--- src/hdl/cdsd_pkg.sv ---
`timescale 1ns / 1ps
`default_nettype none

package cdsd_pkg;

	// widths of the request and result fields
	localparam int CMD_W     = 2;
	localparam int RND_W     = 16;
	localparam int RANK_W    = 4;
	localparam int SUIT_W    = 2;
	localparam int LEFT_W    = 6;
	localparam int S_TDATA_W = 24;
	localparam int M_TDATA_W = 16;

	// modulo unit: dividend bits consumed per cycle
	localparam int MOD_BITS  = 4;
	localparam int MOD_STEPS = RND_W / MOD_BITS;

	typedef enum logic [CMD_W-1:0] {
		CMD_REFILL = 2'd0,
		CMD_SWAP   = 2'd1,
		CMD_DEAL   = 2'd2
	} cmd_t;

endpackage

`default_nettype wire

--- src/hdl/cdsd_mod.sv ---
`timescale 1ns / 1ps
`default_nettype none

// iterative remainder: several restoring steps per cycle
module cdsd_mod #(
	parameter int DW = 6
) (
	input  wire logic                      clk,
	input  wire logic                      arst_n,
	input  wire logic                      start,
	input  wire logic [cdsd_pkg::RND_W-1:0] dividend,
	input  wire logic [DW-1:0]             divisor,
	output logic                           busy,
	output logic [DW-1:0]                  rem
);

	localparam int CNT_W = $clog2(cdsd_pkg::MOD_STEPS);

	logic [cdsd_pkg::RND_W-1:0] dvd_q, dvd_nx;
	logic [DW-1:0]              dsr_q;
	logic [DW-1:0]              rem_q, rem_nx;
	logic [CNT_W-1:0]           cnt_q;
	logic                       busy_q;

	always_comb begin
		logic [DW:0] t;
		t      = '0;
		rem_nx = rem_q;
		dvd_nx = dvd_q;
		for (int k = 0; k < cdsd_pkg::MOD_BITS; k++) begin
			t      = {rem_nx, dvd_nx[cdsd_pkg::RND_W-1]};
			dvd_nx = {dvd_nx[cdsd_pkg::RND_W-2:0], 1'b0};
			if (t >= {1'b0, dsr_q}) begin
				rem_nx = DW'(t - {1'b0, dsr_q});
			end else begin
				rem_nx = t[DW-1:0];
			end
		end
	end

	always_ff @(posedge clk or negedge arst_n) begin
		if (!arst_n) begin
			busy_q <= 1'b0;
			cnt_q  <= '0;
			dvd_q  <= '0;
			dsr_q  <= '0;
			rem_q  <= '0;
		end else if (start) begin
			busy_q <= 1'b1;
			cnt_q  <= CNT_W'(cdsd_pkg::MOD_STEPS - 1);
			dvd_q  <= dividend;
			dsr_q  <= divisor;
			rem_q  <= '0;
		end else if (busy_q) begin
			dvd_q <= dvd_nx;
			rem_q <= rem_nx;
			if (cnt_q == '0) begin
				busy_q <= 1'b0;
			end else begin
				cnt_q <= cnt_q - CNT_W'(1);
			end
		end
	end

	assign busy = busy_q;
	assign rem  = rem_q;

endmodule

`default_nettype wire

--- src/hdl/cdsd_store.sv ---
`timescale 1ns / 1ps
`default_nettype none

// card code memory, two read ports, one write port, per-entry valid bits
// an entry never written since reset or refill reads as its own index
module cdsd_store #(
	parameter int DEPTH = 52,
	parameter int AW    = 6
) (
	input  wire logic          clk,
	input  wire logic          arst_n,
	input  wire logic          clr,
	input  wire logic          rd_en,
	input  wire logic [AW-1:0] rd_addr_a,
	input  wire logic [AW-1:0] rd_addr_b,
	input  wire logic          we,
	input  wire logic [AW-1:0] wr_addr,
	input  wire logic [AW-1:0] wr_data,
	output logic [AW-1:0]      rd_data_a,
	output logic [AW-1:0]      rd_data_b
);

	logic [AW-1:0]    mem [DEPTH];
	logic [DEPTH-1:0] vld_q;
	logic [AW-1:0]    mem_a_s1, mem_b_s1;
	logic [AW-1:0]    addr_a_s1, addr_b_s1;
	logic             vld_a_s1, vld_b_s1;

	always_ff @(posedge clk) begin
		if (we) begin
			mem[wr_addr] <= wr_data;
		end
		if (rd_en) begin
			mem_a_s1 <= mem[rd_addr_a];
			mem_b_s1 <= mem[rd_addr_b];
		end
	end

	always_ff @(posedge clk or negedge arst_n) begin
		if (!arst_n) begin
			vld_q     <= '0;
			vld_a_s1  <= 1'b0;
			vld_b_s1  <= 1'b0;
			addr_a_s1 <= '0;
			addr_b_s1 <= '0;
		end else begin
			if (clr) begin
				vld_q <= '0;
			end else if (we) begin
				vld_q[wr_addr] <= 1'b1;
			end
			if (rd_en) begin
				vld_a_s1  <= vld_q[rd_addr_a];
				vld_b_s1  <= vld_q[rd_addr_b];
				addr_a_s1 <= rd_addr_a;
				addr_b_s1 <= rd_addr_b;
			end
		end
	end

	assign rd_data_a = vld_a_s1 ? mem_a_s1 : addr_a_s1;
	assign rd_data_b = vld_b_s1 ? mem_b_s1 : addr_b_s1;

endmodule

`default_nettype wire

--- src/hdl/card_deck_shuffle_deal.sv ---
`timescale 1ns / 1ps
`default_nettype none

// channel  dir  handshake                     request contents
// s_axis   in   s_axis_tvalid/s_axis_tready   cmd, random_word
// m_axis   out  m_axis_tvalid/m_axis_tready   card_rank, card_suit, cards_left,
//                                             card_valid (tuser), pass_done (tlast)
//
// one request at a time, one result per request
// refill, unused command, empty deal, degenerate swap: result set pending straight from idle
// deal: registered memory read in ST_DREAD, then suit and rank decoded in ST_DEAL
// swap: ST_MOD waits on the modulo unit (4 dividend bits a cycle over 16 bits), then ST_READ,
//   ST_SWAP1 and ST_SWAP2 for the single write port (two writes per swap)
// reset leaves the ordered deck at once through per-entry valid bits, no clearing pass
// a result not taken holds in the output register; a finished result waits behind it and blocks new requests
module card_deck_shuffle_deal #(
	parameter int SUIT_COUNT = 4,
	parameter int RANK_LIMIT = 14
) (
	input  wire logic                            clk,
	input  wire logic                            arst_n,
	input  wire logic                            s_axis_tvalid,
	output logic                                 s_axis_tready,
	// [1:0] cmd, [17:2] random_word, [23:18] zero
	input  wire logic [cdsd_pkg::S_TDATA_W-1:0]  s_axis_tdata,
	output logic                                 m_axis_tvalid,
	input  wire logic                            m_axis_tready,
	// [3:0] card_rank, [5:4] card_suit, [11:6] cards_left, [15:12] zero
	output logic [cdsd_pkg::M_TDATA_W-1:0]       m_axis_tdata,
	// [0] card_valid
	output logic                                 m_axis_tuser,
	// pass_done
	output logic                                 m_axis_tlast
);

	localparam int RANKS_PER_SUIT = RANK_LIMIT - 1;
	localparam int DECK_SIZE      = SUIT_COUNT * RANKS_PER_SUIT;
	localparam int AW             = (DECK_SIZE > 1) ? $clog2(DECK_SIZE) : 1;
	localparam int CW             = $clog2(DECK_SIZE + 1);

	typedef enum logic [6:0] {
		ST_IDLE  = 7'b0000001,
		ST_MOD   = 7'b0000010,
		ST_READ  = 7'b0000100,
		ST_SWAP1 = 7'b0001000,
		ST_SWAP2 = 7'b0010000,
		ST_DREAD = 7'b0100000,
		ST_DEAL  = 7'b1000000
	} state_t;

	state_t                         state_q;
	logic                           done_pend_q;
	logic [CW-1:0]                  count_q;
	logic [AW-1:0]                  cursor_q;
	logic [AW-1:0]                  i_q;
	logic                           res_valid_q;
	logic [cdsd_pkg::RANK_W-1:0]    res_rank_q;
	logic [cdsd_pkg::SUIT_W-1:0]    res_suit_q;
	logic                           res_done_q;
	logic                           m_tvalid_q;
	logic [cdsd_pkg::M_TDATA_W-1:0] m_tdata_q;
	logic                           m_tuser_q;
	logic                           m_tlast_q;

	logic                           accept;
	cdsd_pkg::cmd_t                 cmd;
	logic [cdsd_pkg::RND_W-1:0]     rnd;
	logic [AW-1:0]                  reload_cur;
	logic [AW-1:0]                  i_clamp;
	logic                           out_free;

	logic                           mod_start;
	logic                           mod_busy;
	logic [CW-1:0]                  mod_rem;

	logic                           st_clr;
	logic                           st_rd_en;
	logic [AW-1:0]                  st_rd_addr_a, st_rd_addr_b;
	logic                           st_we;
	logic [AW-1:0]                  st_wr_addr, st_wr_data;
	logic [AW-1:0]                  st_rd_data_a, st_rd_data_b;

	logic [2:0]                     deal_suit;
	logic [cdsd_pkg::RANK_W-1:0]    deal_rank;
	logic [31:0]                    left_ext;

	// request side: one request is taken only when idle and no result pending
	assign s_axis_tready = (state_q == ST_IDLE) && !done_pend_q;
	assign accept        = s_axis_tvalid && s_axis_tready;
	assign cmd           = cdsd_pkg::cmd_t'(s_axis_tdata[cdsd_pkg::CMD_W-1:0]);
	assign rnd           = s_axis_tdata[cdsd_pkg::CMD_W +: cdsd_pkg::RND_W];
	assign out_free      = !m_tvalid_q || m_axis_tready;

	// cursor reload point for the present count
	assign reload_cur = (count_q != '0) ? AW'(count_q - CW'(1)) : '0;

	// cursor clamped into the deck before a swap
	assign i_clamp = (CW'(cursor_q) >= count_q) ? AW'(count_q - CW'(1)) : cursor_q;

	assign mod_start = accept && (cmd == cdsd_pkg::CMD_SWAP) && (count_q > CW'(1))
		&& (i_clamp != '0);

	// memory port control
	assign st_clr       = accept && (cmd == cdsd_pkg::CMD_REFILL);
	assign st_rd_en     = (state_q == ST_READ) || (state_q == ST_DREAD);
	assign st_rd_addr_a = (state_q == ST_READ) ? i_q : AW'(count_q);
	assign st_rd_addr_b = AW'(mod_rem);
	assign st_we        = (state_q == ST_SWAP1) || (state_q == ST_SWAP2);
	assign st_wr_addr   = (state_q == ST_SWAP1) ? i_q : AW'(mod_rem);
	assign st_wr_data   = (state_q == ST_SWAP1) ? st_rd_data_b : st_rd_data_a;

	// code to suit and rank: compare against each suit boundary
	always_comb begin
		logic [31:0] rank_ext;
		deal_suit = '0;
		for (int k = 1; k < SUIT_COUNT; k++) begin
			if (32'(st_rd_data_a) >= 32'(k * RANKS_PER_SUIT)) begin
				deal_suit = 3'(k);
			end
		end
		rank_ext  = 32'(st_rd_data_a) - 32'(deal_suit) * 32'(RANKS_PER_SUIT) + 32'd1;
		deal_rank = rank_ext[cdsd_pkg::RANK_W-1:0];
	end

	assign left_ext = 32'(count_q);

	always_ff @(posedge clk or negedge arst_n) begin
		if (!arst_n) begin
			state_q     <= ST_IDLE;
			done_pend_q <= 1'b0;
			count_q     <= CW'(DECK_SIZE);
			cursor_q    <= AW'(DECK_SIZE - 1);
			i_q         <= '0;
			res_valid_q <= 1'b0;
			res_rank_q  <= '0;
			res_suit_q  <= '0;
			res_done_q  <= 1'b0;
			m_tvalid_q  <= 1'b0;
			m_tdata_q   <= '0;
			m_tuser_q   <= 1'b0;
			m_tlast_q   <= 1'b0;
		end else begin
			// finished request moves into the output register
			if (done_pend_q && out_free) begin
				done_pend_q <= 1'b0;
				m_tvalid_q  <= 1'b1;
				m_tuser_q   <= res_valid_q;
				m_tlast_q   <= res_done_q;
				m_tdata_q   <= cdsd_pkg::M_TDATA_W'({left_ext[cdsd_pkg::LEFT_W-1:0],
					res_suit_q, res_rank_q});
			end else if (m_tvalid_q && m_axis_tready) begin
				m_tvalid_q <= 1'b0;
			end
			case (state_q)
				ST_IDLE: begin
					if (accept) begin
						res_valid_q <= 1'b0;
						res_rank_q  <= '0;
						res_suit_q  <= '0;
						res_done_q  <= 1'b0;
						case (cmd)
							cdsd_pkg::CMD_REFILL: begin
								count_q     <= CW'(DECK_SIZE);
								cursor_q    <= AW'(DECK_SIZE - 1);
								done_pend_q <= 1'b1;
							end
							cdsd_pkg::CMD_SWAP: begin
								if (mod_start) begin
									i_q     <= i_clamp;
									state_q <= ST_MOD;
								end else begin
									// one card or fewer, or cursor already at the bottom
									cursor_q    <= reload_cur;
									res_done_q  <= 1'b1;
									done_pend_q <= 1'b1;
								end
							end
							cdsd_pkg::CMD_DEAL: begin
								if (count_q != '0) begin
									count_q <= count_q - CW'(1);
									state_q <= ST_DREAD;
								end else begin
									done_pend_q <= 1'b1;
								end
							end
							default: begin
								done_pend_q <= 1'b1;
							end
						endcase
					end
				end
				ST_MOD: begin
					if (!mod_busy) begin
						state_q <= ST_READ;
					end
				end
				ST_READ: begin
					state_q <= ST_SWAP1;
				end
				ST_SWAP1: begin
					state_q <= ST_SWAP2;
				end
				ST_SWAP2: begin
					if (i_q == AW'(1)) begin
						cursor_q   <= reload_cur;
						res_done_q <= 1'b1;
					end else begin
						cursor_q <= i_q - AW'(1);
					end
					done_pend_q <= 1'b1;
					state_q     <= ST_IDLE;
				end
				ST_DREAD: begin
					state_q <= ST_DEAL;
				end
				ST_DEAL: begin
					res_valid_q <= 1'b1;
					res_rank_q  <= deal_rank;
					res_suit_q  <= deal_suit[cdsd_pkg::SUIT_W-1:0];
					cursor_q    <= reload_cur;
					done_pend_q <= 1'b1;
					state_q     <= ST_IDLE;
				end
				default: begin
					state_q <= ST_IDLE;
				end
			endcase
		end
	end

	assign m_axis_tvalid = m_tvalid_q;
	assign m_axis_tdata  = m_tdata_q;
	assign m_axis_tuser  = m_tuser_q;
	assign m_axis_tlast  = m_tlast_q;

	// remainder of the random word by cursor plus one
	cdsd_mod #(
		.DW(CW)
	) u_mod (
		.clk      (clk),
		.arst_n   (arst_n),
		.start    (mod_start),
		.dividend (rnd),
		.divisor  (CW'(i_clamp) + CW'(1)),
		.busy     (mod_busy),
		.rem      (mod_rem)
	);

	// deck memory
	cdsd_store #(
		.DEPTH(DECK_SIZE),
		.AW   (AW)
	) u_store (
		.clk       (clk),
		.arst_n    (arst_n),
		.clr       (st_clr),
		.rd_en     (st_rd_en),
		.rd_addr_a (st_rd_addr_a),
		.rd_addr_b (st_rd_addr_b),
		.we        (st_we),
		.wr_addr   (st_wr_addr),
		.wr_data   (st_wr_data),
		.rd_data_a (st_rd_data_a),
		.rd_data_b (st_rd_data_b)
	);

`ifndef SYNTH
	// count never grows past a full deck
	a_count_range: assert property (@(posedge clk) disable iff (!arst_n)
		count_q <= CW'(DECK_SIZE))
		else $error("card count beyond deck size");

	// at rest the cursor lies inside the deck, or at zero when empty
	a_cursor_in_deck: assert property (@(posedge clk) disable iff (!arst_n)
		(state_q == ST_IDLE) |-> ((count_q == '0 && cursor_q == '0)
		|| (CW'(cursor_q) < count_q)))
		else $error("pass cursor outside deck");

	// the swap reads only once the remainder is settled
	a_mod_settled: assert property (@(posedge clk) disable iff (!arst_n)
		(state_q == ST_READ) |-> !mod_busy)
		else $error("swap read with modulo still running");

	// a new result appears only from a finished request
	a_out_source: assert property (@(posedge clk) disable iff (!arst_n)
		$rose(m_tvalid_q) |-> $past(done_pend_q))
		else $error("result without finished request");

	// writes stay within the swap and never meet a read or a refill
	a_write_window: assert property (@(posedge clk) disable iff (!arst_n)
		st_we |-> (!st_clr && !st_rd_en))
		else $error("memory write overlaps read or refill");
`endif

endmodule

`default_nettype wire
--- config.mk ---
export PLATFORM = sky130hd
export DESIGN_NAME = card_deck_shuffle_deal
export DESIGN_NICKNAME = d
export VERILOG_FILES = /design/src/hdl/cdsd_pkg.sv /design/src/hdl/cdsd_mod.sv /design/src/hdl/cdsd_store.sv /design/src/hdl/card_deck_shuffle_deal.sv
export SDC_FILE = /design/constraint.sdc
export NUM_CORES = 1
export LEC_CHECK = 0
export ABC_AREA = 1
export BUFFER_PORTS_ARGS = -buffer_cell sky130_fd_sc_hd__buf_2
export CORE_ASPECT_RATIO = 0.75
export CORE_UTILIZATION = 33
export CTS_CLUSTER_DIAMETER = 60
export DETAILED_ROUTE_END_ITERATION = 16
export PLACE_DENSITY = 0.46
export SYNTH_ARGS = -nofsm -noshare
export SYNTH_HDL_FRONTEND = slang
export SYNTH_SLANG_ARGS = --single-unit
--- constraint.sdc ---
create_clock -name clk -period 7 [get_ports clk]
set_input_delay 1.05 -clock clk [delete_from_list [all_inputs] [get_ports clk]]
set_output_delay 1.05 -clock clk [all_outputs]
set_load 0.02 [all_outputs]
# Word level (Yosys, flattened, before mapping)
# Memories as Yosys holds them, arrays and structs flattened. A register that Yosys moved wholly into a read port is not among the register bits.
# Cells that the tools add are included.
# word_totals
memories	1
output_inout_bits	20
reg_bits	146
ram_bits	312
input_bits	28
word_cells	168
# op_classes
magnitude_cmp	13
n_addsub	10
mux	66
n_eq_ne	20
n_reduce_logical	33
bitwise	1
mul	1
# mem_list
name	depth	word_bits	rd	rd_clocked_by_memory_dff	write_ports	line_no	rtl
u_store.mem	52	6	2	2	1	cdsd_store.sv:23	logic [AW-1:0] mem [DEPTH];
# op_table
operator	n
52-bit two-way mux	2
6-bit two-way mux	17
52-bit bitwise OR	1
7-bit one-hot mux with 5 select lines	1
16-bit two-way mux	2
7-bit by 6-bit greater-or-equal comparator with 1-bit output	4
7-bit two-way mux	4
6-bit one-hot mux with 2 select lines	2
6-bit subtractor	4
6-bit by 7-bit less-than comparator with 1-bit output (second input constant)	3
1-bit two-way mux	20
6-bit one-hot mux with 3 select lines	1
7-bit one-hot mux with 2 select lines	1
1-bit binary-select mux with 6-bit select	2
4-bit AND reduction	3
2-bit nonzero test	6
6-bit nonzero test	2
6-bit by 1-bit subtractor with 6-bit output (second input constant)	2
2-bit two-way mux	5
1-bit logical AND	9
3-bit != test (second input constant)	3
2-bit != test (second input constant)	4
1-bit one-hot mux with 2 select lines	4
4-bit one-hot mux with 2 select lines	1
35 further kinds	41

# Depth between registers and ports, before layout
# Gate-level depths: netlist (run 1).
# logic_depth
ltp_word	10
ltp_mapped	45
ltp_nobuf	45

# Cells and area by module
# From an unflattened synthesis (run 1), not the netlist that was laid out.
# hier_totals
cells_unflattened	3002
area_unflattened_um2	25909.8
# modules_own_cells
mod	area_per_inst_um2	seq_area_each_um2	cells_per_inst	instances
cdsd_store	19965.4	11380.9	2229	1
card_deck_shuffle_deal	3233.1	1236.2	420	1
cdsd_mod	2711.4	775.7	353	1

# Worst setup path after synthesis (run 1)
# No wires, ideal clock.
# synth_path
path_kind	register to register
startpoint	register u_mod.rem_q[0] (netlist: u_mod.rem[0])
endpoint	register u_mod.rem_q[4] (netlist: u_mod.rem[4])
stages_incl_launch_ff	45
t_required_ns	6.883
path_buffers	4
arrival_ns	5.841
slack_ns	1.041
cell_sequence	dfrtp_1 > clkbuf_1 > inv_1 > clkbuf_1 > clkbuf_1 > buf_1 > fa_1 > nand3b_1 > nand2_1 > nand2_1 > nand2_1 > inv_1 > nand2_1 > nand2_1 > ha_1 > nand4_1 > o21bai_1 > inv_1 > (+9 left out) > o211ai_1 > nand2_1 > nand3_1 > a21oi_2 > nand3_1 > nand2_1 > inv_1 > ha_1 > a21oi_1 > o21ai_0 > a31oi_1 > o21ai_0 > a21oi_1 > inv_1 > nor2_1 > nand3_1 > nand3_1 > nand2_1
# synth_between
elab_chain_cells	10
word_cells_on_any_way	14
cone_classes	4 x add/sub; 4 x order compare; 6 x mux
# synth_lines
item	line_no	rtl
from (decl)	cdsd_mod.sv:21	logic [DW-1:0] rem_q, rem_nx;
from (signal assigned)	cdsd_mod.sv:56	rem_q <= rem_nx;
6-bit subtractor or 7-bit by 6-bit greater-or-equal comparator with 1-bit output (tied branches)	cdsd_mod.sv:34, cdsd_mod.sv:33	
6-bit two-way mux (*)	cdsd_mod.sv:33	if (t >= {1'b0, dsr_q}) begin
6-bit subtractor or 7-bit by 6-bit greater-or-equal comparator with 1-bit output (tied branches)	cdsd_mod.sv:34, cdsd_mod.sv:33	
6-bit two-way mux (*)	cdsd_mod.sv:33	
6-bit subtractor or 7-bit by 6-bit greater-or-equal comparator with 1-bit output (tied branches)	cdsd_mod.sv:34, cdsd_mod.sv:33	
6-bit two-way mux (*)	cdsd_mod.sv:33	
6-bit subtractor or 7-bit by 6-bit greater-or-equal comparator with 1-bit output (tied branches)	cdsd_mod.sv:34, cdsd_mod.sv:33	
6-bit two-way mux (*)	cdsd_mod.sv:33	
6-bit two-way mux (*)	cdsd_mod.sv:54	end else if (busy_q) begin
6-bit two-way mux (*)	cdsd_mod.sv:48	end else if (start) begin
# Every way passes the cells marked *; elsewhere a longest branch is shown, timed or not. The select of a mux whose other input is x is not followed.
# A chain may end at the register's enable or synchronous reset.

# Final worst setup path (run 1)
# layout_path
startpoint	register u_mod.dsr_q[3]
endpoint	register u_mod.rem_q[5] (netlist: u_mod.rem[5])
# layout_between
elab_chain_cells	10
word_cells_on_any_way	14
cone_classes	4 x add/sub; 4 x order compare; 6 x mux
# layout_lines
item	line_no	rtl
from (decl)	cdsd_mod.sv:20	logic [DW-1:0] dsr_q;
from (signal assigned)	cdsd_mod.sv:52	dsr_q <= divisor;
6-bit subtractor or 7-bit by 6-bit greater-or-equal comparator with 1-bit output (tied branches)	cdsd_mod.sv:34, cdsd_mod.sv:33	
6-bit two-way mux	cdsd_mod.sv:33	
6-bit subtractor or 7-bit by 6-bit greater-or-equal comparator with 1-bit output (tied branches)	cdsd_mod.sv:34, cdsd_mod.sv:33	
6-bit two-way mux	cdsd_mod.sv:33	
7-bit by 6-bit greater-or-equal comparator with 1-bit output or 6-bit subtractor (tied branches)	cdsd_mod.sv:33, cdsd_mod.sv:34	
6-bit two-way mux	cdsd_mod.sv:33	
6-bit subtractor or 7-bit by 6-bit greater-or-equal comparator with 1-bit output (tied branches)	cdsd_mod.sv:34, cdsd_mod.sv:33	
6-bit two-way mux (*)	cdsd_mod.sv:33	
6-bit two-way mux (*)	cdsd_mod.sv:54	
6-bit two-way mux (*)	cdsd_mod.sv:48	
# Marks and branches as above.

==> summary.md, run 1 <==
| Metric | Value |
|---|---|
| Status | completed |
| Crit path max-delay cell type | ha_2 |
| IO Pins | 48 |
| Netlist cell types | 52 |
| RR Startpoint | u_mod.dsr_q[3]$_DFFE_PN0P_ |
| CORE AREA | 77,000 sq um |
| Clock skew | 0.0330 ns |
| Initial antenna violation count | 1 |
| Crit path largest cell delay | 0.43 ns |
| Ys flop type | edfxtp_1 |
| Period minus WS final | 6.32 ns |
| Critical path type | reg -> reg |
| Via count | 21.5k |
| Fraction of layout cells with a size suffix above 1 | 0.0855 |
| Post-synthesis sequential area ratio | 0.521 |
| First-pass GRT wire length | 133,000 um |
| Worst Slack Setup Final | 0.679 ns |
| Final Util | 0.371 |
| Post-CTS Hold Fix Bufs | 0 |
| RSZ-0062 raised after global routing | false |
| Final nets | 3,018 |
| Final antenna-violating net count | 0 |
| Final hold violations | 0 |
| Cells after Synth | 2,983 |
| Clock H-tree levels | 2 |
| Routability cong. | 0.867 |
| Clock Tree Root | clkbuf_16 |
| Setup TNS | 0 ns |
| Yosys warnings | 0 |
| Die Width | 324 um |
| Final setup fails | 0 |
| Max Buffers Root-to-Sink | 3 |
| CP most frequent cell | nand2_1 |
| Final Cell Area | 28,500 sq um |
| DP Area | 26,900 sq um |
| Worst hold path type | in -> async |
| IO buf count | 37 |
| Initial DRC Count | 2,274 |
| Largest net degree at the start of global routing | 161 |
| Number of CTS-inserted buffers | 51 |
| Initial core utilization | 0.334 |
| Yosys reg bits | 470 |
| Row count | 88 |
| Post-synth EDFFs | 324 |
| Area Growth Syn to Fin | 11.1% |
| Vias per std cell | 5.34 |
| CTS tree | done |
| Vias in the first global route | 20.8k |
| Cell Area, Synth | 25,700 sq um |
| Final period utilization | 0.903 |
| GRT Overall Usage | 0.225 |
| Die Y | 244 um |
| Worst Setup End Kind | flip-flop |
| Max-slew violations | 0 |
| Place WS | 0.369 ns |
| Required @ worst endpoint | 7.50 ns |
| Startpoint Class | flip-flop |
| Fmax | 0.158 GHz |
| Sink Count | 470 |
| DR pass1 iterations | 6 |
| Synthesized area per cell | 8.61 sq um |
| Worst skew pair latency | 0.64 ns |
| Slew headroom | 0.339 |
| Total Wirelength | 88,300 um |
| Die area | 79,000 sq um |
| Slew @ Worst Pin | 0.991 ns |
| Drt drc | 0 |
| Async set-reset flop share out of synthesis | 0.311 |
| CP Launch Point | u_mod.dsr_q[3]$_DFFE_PN0P_ |
| Wire per inst | 22.0 um |
| Aggregate global routing overflow | 0 |
| Critical path arrival | 6.82 ns |
| HPWL after DPL | 55,200 um |
| Clock transition at the registers of the reported paths | 0.06 ns |
| Max-cap viol count | 0 |
| CP max FO | 7 |
through the flow:
step | cells | hold WS, ns
2_1_floorplan | 2986 | 0.442
3_3_place_gp | 3923 | 0.457
3_5_place_dp | 3923 | 0.466
4_1_cts | 4016 | 0.480
5_1_grt | 4016 | 0.488
6_report | 4017 | 0.477
state kept, by name, summed over array words and instances (netlist names), 2 cells and up:
register	count
res_suit_q	2
u_mod.rem	6
state_q	7
m_axis_tdata	12
count_q	6
i_q	6
u_store.vld_q	52
u_store.mem	312
u_store.addr_b_s1	6
res_rank_q	4
u_mod.dvd_q	16
u_mod.dsr_q	6
u_store.mem_b_s1	6
u_store.mem_a_s1	6
cursor_q	6
u_mod.cnt_q	2
u_store.addr_a_s1	6
cell usage after synthesis, drive strengths merged (11+ instances only):
| cell type | n | share of area |
|---|---|---|
| nand2 | 665 | 0.098 |
| inv | 403 | 0.059 |
| nand3 | 342 | 0.069 |
| edfxtp | 324 | 0.38 |
| o21ai | 312 | 0.062 |
| a21oi | 211 | 0.042 |
| dfrtp | 138 | 0.13 |
| o211ai | 119 | 0.035 |
| nor2 | 101 | 0.021 |
| clkbuf | 94 | 0.014 |
| buf | 80 | 0.017 |
| ha | 44 | 0.021 |
| nand4 | 32 | 0.0078 |
| o22ai | 28 | 0.0068 |
| xor2 | 14 | 0.0048 |
| xnor2 | 11 | 0.0038 |
placed cells by master, fill, tap and decap left out, types with 7 or more instances in the layout:
cell type  synthesis  routed
xnor2_1           11      11
o21ai_0          290     286
o21ai_4            2       8
nor2_1            83      80
nand2_1          658     655
nand4_1           32      32
inv_2             12      16
buf_2             52      36
buf_4              9      35
ha_1              44      42
clkinv_2           0      13
or2_2              9       9
dfrtp_1          138     135
nand3_1          335     334
a21oi_1          208     207
xor2_1            14      14
edfxtp_1         324     324
o211ai_1         119     119
o21ai_1           16      14
clkinv_1           1      11
nand2_2            6       7
dfstp_2            8       8
inv_1            389     384
a31oi_1           10       7
nor2_4            12      13
o22ai_1           28      28
clkbuf_1          94       8
clkbuf_16          0      54
worst max-delay path, delay by kind of cell (launching register included):
| kind | cells | cell delay [ns] |
|---|---|---|
| compound gates | 7 | 1.18 |
| simple gates | 25 | 2.80 |
| buf+inv | 6 | 0.43 |
| flops | 1 | 0.34 |
| fa+ha+maj | 4 | 1.44 |
path summary, 6_finish.rpt:
path                                                to  slack [ns]  cells past startpoint
setup / recovery              u_mod.rem[5]$_DFFE_PN0P_        0.68                     42
hold / removal             m_axis_tdata[4]$_DFFE_PN0P_        0.48                      1
setup reg to reg              u_mod.rem[5]$_DFFE_PN0P_        0.68                     42
hold reg to reg             u_mod.dvd_q[1]$_DFFE_PN0P_        0.48                      2
max in group asynchronous     u_mod.rem[0]$_DFFE_PN0P_        4.95                      2
min in group clk            u_mod.dvd_q[1]$_DFFE_PN0P_        0.48                      2
repair_timing:
| item | 4_1_cts | 5_1_grt |
|---|---|---|
| setup buffers | 0 | 0 |
| setup endpoints to repair | 0 | 6 |
| gates resized for setup | 0 | 15 |
cell families (layout without fill, tap and decap cells):
| logic type | after synthesis | count (layout) | share of synthesized area |
|---|---|---|---|
| other | 1 | 5 | 0.000146 |
| multiplexers | 1 | 1 | 0.000390 |
| AND/OR/NAND/NOR | 1167 | 1167 | 0.203 |
| buffers and inverters | 578 | 573 | 0.0901 |
| adder cells (fa/ha/maj) | 49 | 49 | 0.0253 |
| flip-flops | 470 | 470 | 0.521 |
| XOR/XNOR | 25 | 25 | 0.00852 |
| AO/OA/AOI/OAI | 692 | 692 | 0.151 |
cell type report:
class	instances	area, sq um
Inverter	404	1530
Fill cell	7813	48400
Clock buffer	65	1420
Clock inverter	28	198
Multi-Input combinational cell	1938	10200
Tap cell	1035	1290
Sequential cell	470	13400
Antenna cell	1	2.50
Timing Repair Buffer	76	534
metal layers:
metal,global-route usage,share of wire,vias to the layer above
met2,0.320,0.41,776
met4,0.0619,0.023,2
met3,0.0421,0.077,156
met1,0.345,0.49,10500
met5,0,0.00016,-
li1,-,-,10100
Power of run 1 is left out: the tool's default activity adds up to more than one toggle a clock period on the data nets, which glitch-free logic cannot reach.
==> run 2: changes to the inputs <==
- CORE_UTILIZATION: 33 -> 52
- PLACE_DENSITY: 0.46 -> 0.67
==> summary.md, run 2 (same netlist as run 1, synthesis figures left out) <==
| Metric | Value |
|---|---|
| Status | completed (unchanged) |
| Die Width | 259 um (was 324 um) |
| Final period utilization | 0.906 (was 0.903) |
| Final Cell Area | 28,000 sq um (was 28,500 sq um) |
| Grt peak-use layer | met1 (unchanged) |
| Max Buffers Root-to-Sink | 3 (unchanged) |
| Routability cong. | 0.956 (was 0.867) |
| Slew headroom | 0.206 (was 0.339) |
| Worst Setup End Kind | flip-flop (unchanged) |
| CP max FO | 7 (unchanged) |
| Vias in the first global route | 20.8k (about the same) |
| Die Y | 194 um (was 244 um) |
| Period minus WS final | 6.34 ns (was 6.32 ns) |
| CP most frequent cell | nand2_1 (unchanged) |
| FF-to-FF path depth | 42 (unchanged) |
| Met2 Usage GRT | 0.454 (was 0.320) |
| Worst Min Path Start | u_mod.dvd_q[3]$_DFFE_PN0P_ |
| Clock H-tree levels | 2 (unchanged) |
| First-pass GRT wire length | 122,000 um (was 133,000 um) |
| Initial DRC Count | 3,403 (was 2,274) |
| Via count | 21.9k (was 21.5k) |
| Row count | 70 (was 88) |
| Die area | 50,300 sq um (was 79,000 sq um) |
| Initial antenna violation count | 1 (unchanged) |
| Worst hold path type | reg -> reg (was in -> async) |
| HPWL after DPL | 48,900 um (was 55,200 um) |
| Slew @ Worst Pin | 1.19 ns (was 0.991 ns) |
| Fraction of layout cells with a size suffix above 1 | 0.0830 (was 0.0855) |
| Aggregate global routing overflow | 0 (unchanged) |
| Clock Tree Root | clkbuf_16 (unchanged) |
| Commonest cells after routing, fill and taps aside | nand2_1 (655), inv_1 (386), nand3_1 (334), edfxtp_1 (324), o21ai_0 (287) (was nand2_1 (655), inv_1 (384), nand3_1 (334), edfxtp_1 (324), o21ai_0 (286)) |
| Vias per std cell | 6.06 (was 5.34) |
| Initial core utilization | 0.527 (was 0.334) |
| Clock transition at the registers of the reported paths | 0.06 ns (about the same) |
| Largest reg by FF count | u_store.mem (unchanged) |
| Critical path type | reg -> reg (unchanged) |
| Final antenna-violating net count | 0 (unchanged) |
| Largest net degree at the start of global routing | 213 (was 161) |
| Total Wirelength | 78,800 um (was 88,300 um) |
| GRT Overall Usage | 0.315 (was 0.225) |
| Max-cap viol count | 0 (unchanged) |
| Post-CTS Hold Fix Bufs | 0 (unchanged) |
| Final nets | 3,013 (was 3,018) |
| Final hold violations | 0 (unchanged) |
| R2R setup slack | 0.66 ns (was 0.68 ns) |
| Final setup fails | 0 (unchanged) |
| Drt drc | 0 (unchanged) |
| Max FFs per register | 312 (unchanged) |
| IO buf count | 37 (unchanged) |
| Commonest non-fill, non-tap cell in the layout | nand2_1 (unchanged) |
| Critical path arrival | 6.82 ns (about the same) |
| Hold EP | u_mod.dvd_q[3]$_DFFE_PN0P_ |
| Max-slew violations | 0 (unchanged) |
| Crit path max-delay cell type | ha_2 (unchanged) |
| DP Area | 26,300 sq um (was 26,900 sq um) |
| RR Endpoint | u_mod.rem[5]$_DFFE_PN0P_ (unchanged) |
| Wire per inst | 21.7 um (was 22.0 um) |
| RR Startpoint | u_mod.dsr_q[4]$_DFFE_PN0P_ (was u_mod.dsr_q[3]$_DFFE_PN0P_) |
| Worst skew pair latency | 0.61 ns (was 0.64 ns) |
| Leading registers by flop count | u_store.mem: 312 flops, u_store.vld_q: 52 flops, u_mod.dvd_q: 16 flops (unchanged) |
| Startpoint Class | flip-flop (unchanged) |
| Number of CTS-inserted buffers | 49 (was 51) |
| CORE AREA | 48,800 sq um (was 77,000 sq um) |
| Global-route met3 utilization | 0.0776 (was 0.0421) |
| CTS tree | done (unchanged) |
| Required @ worst endpoint | 7.48 ns (was 7.50 ns) |
| Fmax | 0.158 GHz (about the same) |
| IO Pins | 48 (unchanged) |
| Worst hold slack | 0.474 ns (was 0.477 ns) |
| Area Growth Syn to Fin | 9.09% (was 11.1%) |
| Worst hold path stage count | 2 |
| GRT met1 Usage | 0.464 (was 0.345) |
| Diode count | 0 (was 1) |
| Crit path largest cell delay | 0.43 ns (about the same) |
| Sink Count | 470 (unchanged) |
| DR pass1 iterations | 8 (was 6) |
| Clock skew | 0.0267 ns (was 0.0330 ns) |
run 2: cell count changes in the layout (fill, tap and decap cells not counted), sizes merged:
| cell | previous run | this run |
|---|---|---|
| bufinv | 2 | 8 |
| clkinv | 24 | 19 |
| clkbuf | 65 | 61 |
| buf | 76 | 73 |
| inv | 404 | 406 |
| clkinvlp | 2 | 1 |
| diode | 1 | 0 |
run 2: area by class of cell:
class                      instances  area, sq um
clock buffer                      61         1280
clock inverter                    30          368
fill                            4178        20800
inverter                         404         1530
multi-input combinational       1938        10100
sequential                       470        13400
tap                              648          811
timing repair buffer              73          487
run 2: worst max path at each step:
stage,start,to,slack [ns],cells past startpoint
floorplan,u_mod.rem[0]$_DFFE_PN0P_,u_mod.rem[4]$_DFFE_PN0P_,1.04,44
global placement,u_mod.dsr_q[1]$_DFFE_PN0P_,u_mod.rem[4]$_DFFE_PN0P_,0.54,42
detailed placement,u_mod.dsr_q[1]$_DFFE_PN0P_,u_mod.rem[5]$_DFFE_PN0P_,0.38,42
CTS,u_mod.dsr_q[1]$_DFFE_PN0P_,u_mod.rem[5]$_DFFE_PN0P_,0.38,42
global route,u_mod.dsr_q[4]$_DFFE_PN0P_,u_mod.rem[5]$_DFFE_PN0P_,-0.04,42
finish,u_mod.dsr_q[4]$_DFFE_PN0P_,u_mod.rem[5]$_DFFE_PN0P_,0.66,42
run 2: repair_timing:
| item | CTS | global route |
|---|---|---|
| setup endpoints to repair | 0 | 6 |
| setup buffers | 0 | 2 |
| resized for setup | 0 | 10 |
run 2: worst max-delay path, delay by kind of cell (launching register included):
family | cells | cell delay, ns
and+or+nand+nor | 25 | 2.77
adders and majority gates | 4 | 1.43
AOI/OAI and AO/OA | 7 | 1.18
buffers and inverters | 6 | 0.45
DFF | 1 | 0.37
run 2: stage by stage:
step                utilization  setup slack (ns)  std cells  setup TNS (ns)
finish                    0.574             0.661       3624               0
global route              0.574           -0.0386       3624         -0.0627
CTS                       0.573             0.382       3622               0
detailed placement        0.540             0.381       3531               0
global placement          0.540             0.540       3531               0
floorplan                     -              1.04       2986               0
run 2: layer usage:
metal,wire length [um],up-vias
met4,2240,0
met1,33800,10400
li1,-,10000
met2,33300,1284
met3,9560,191
met5,0,-
Power of run 2 is left out for the same reason.
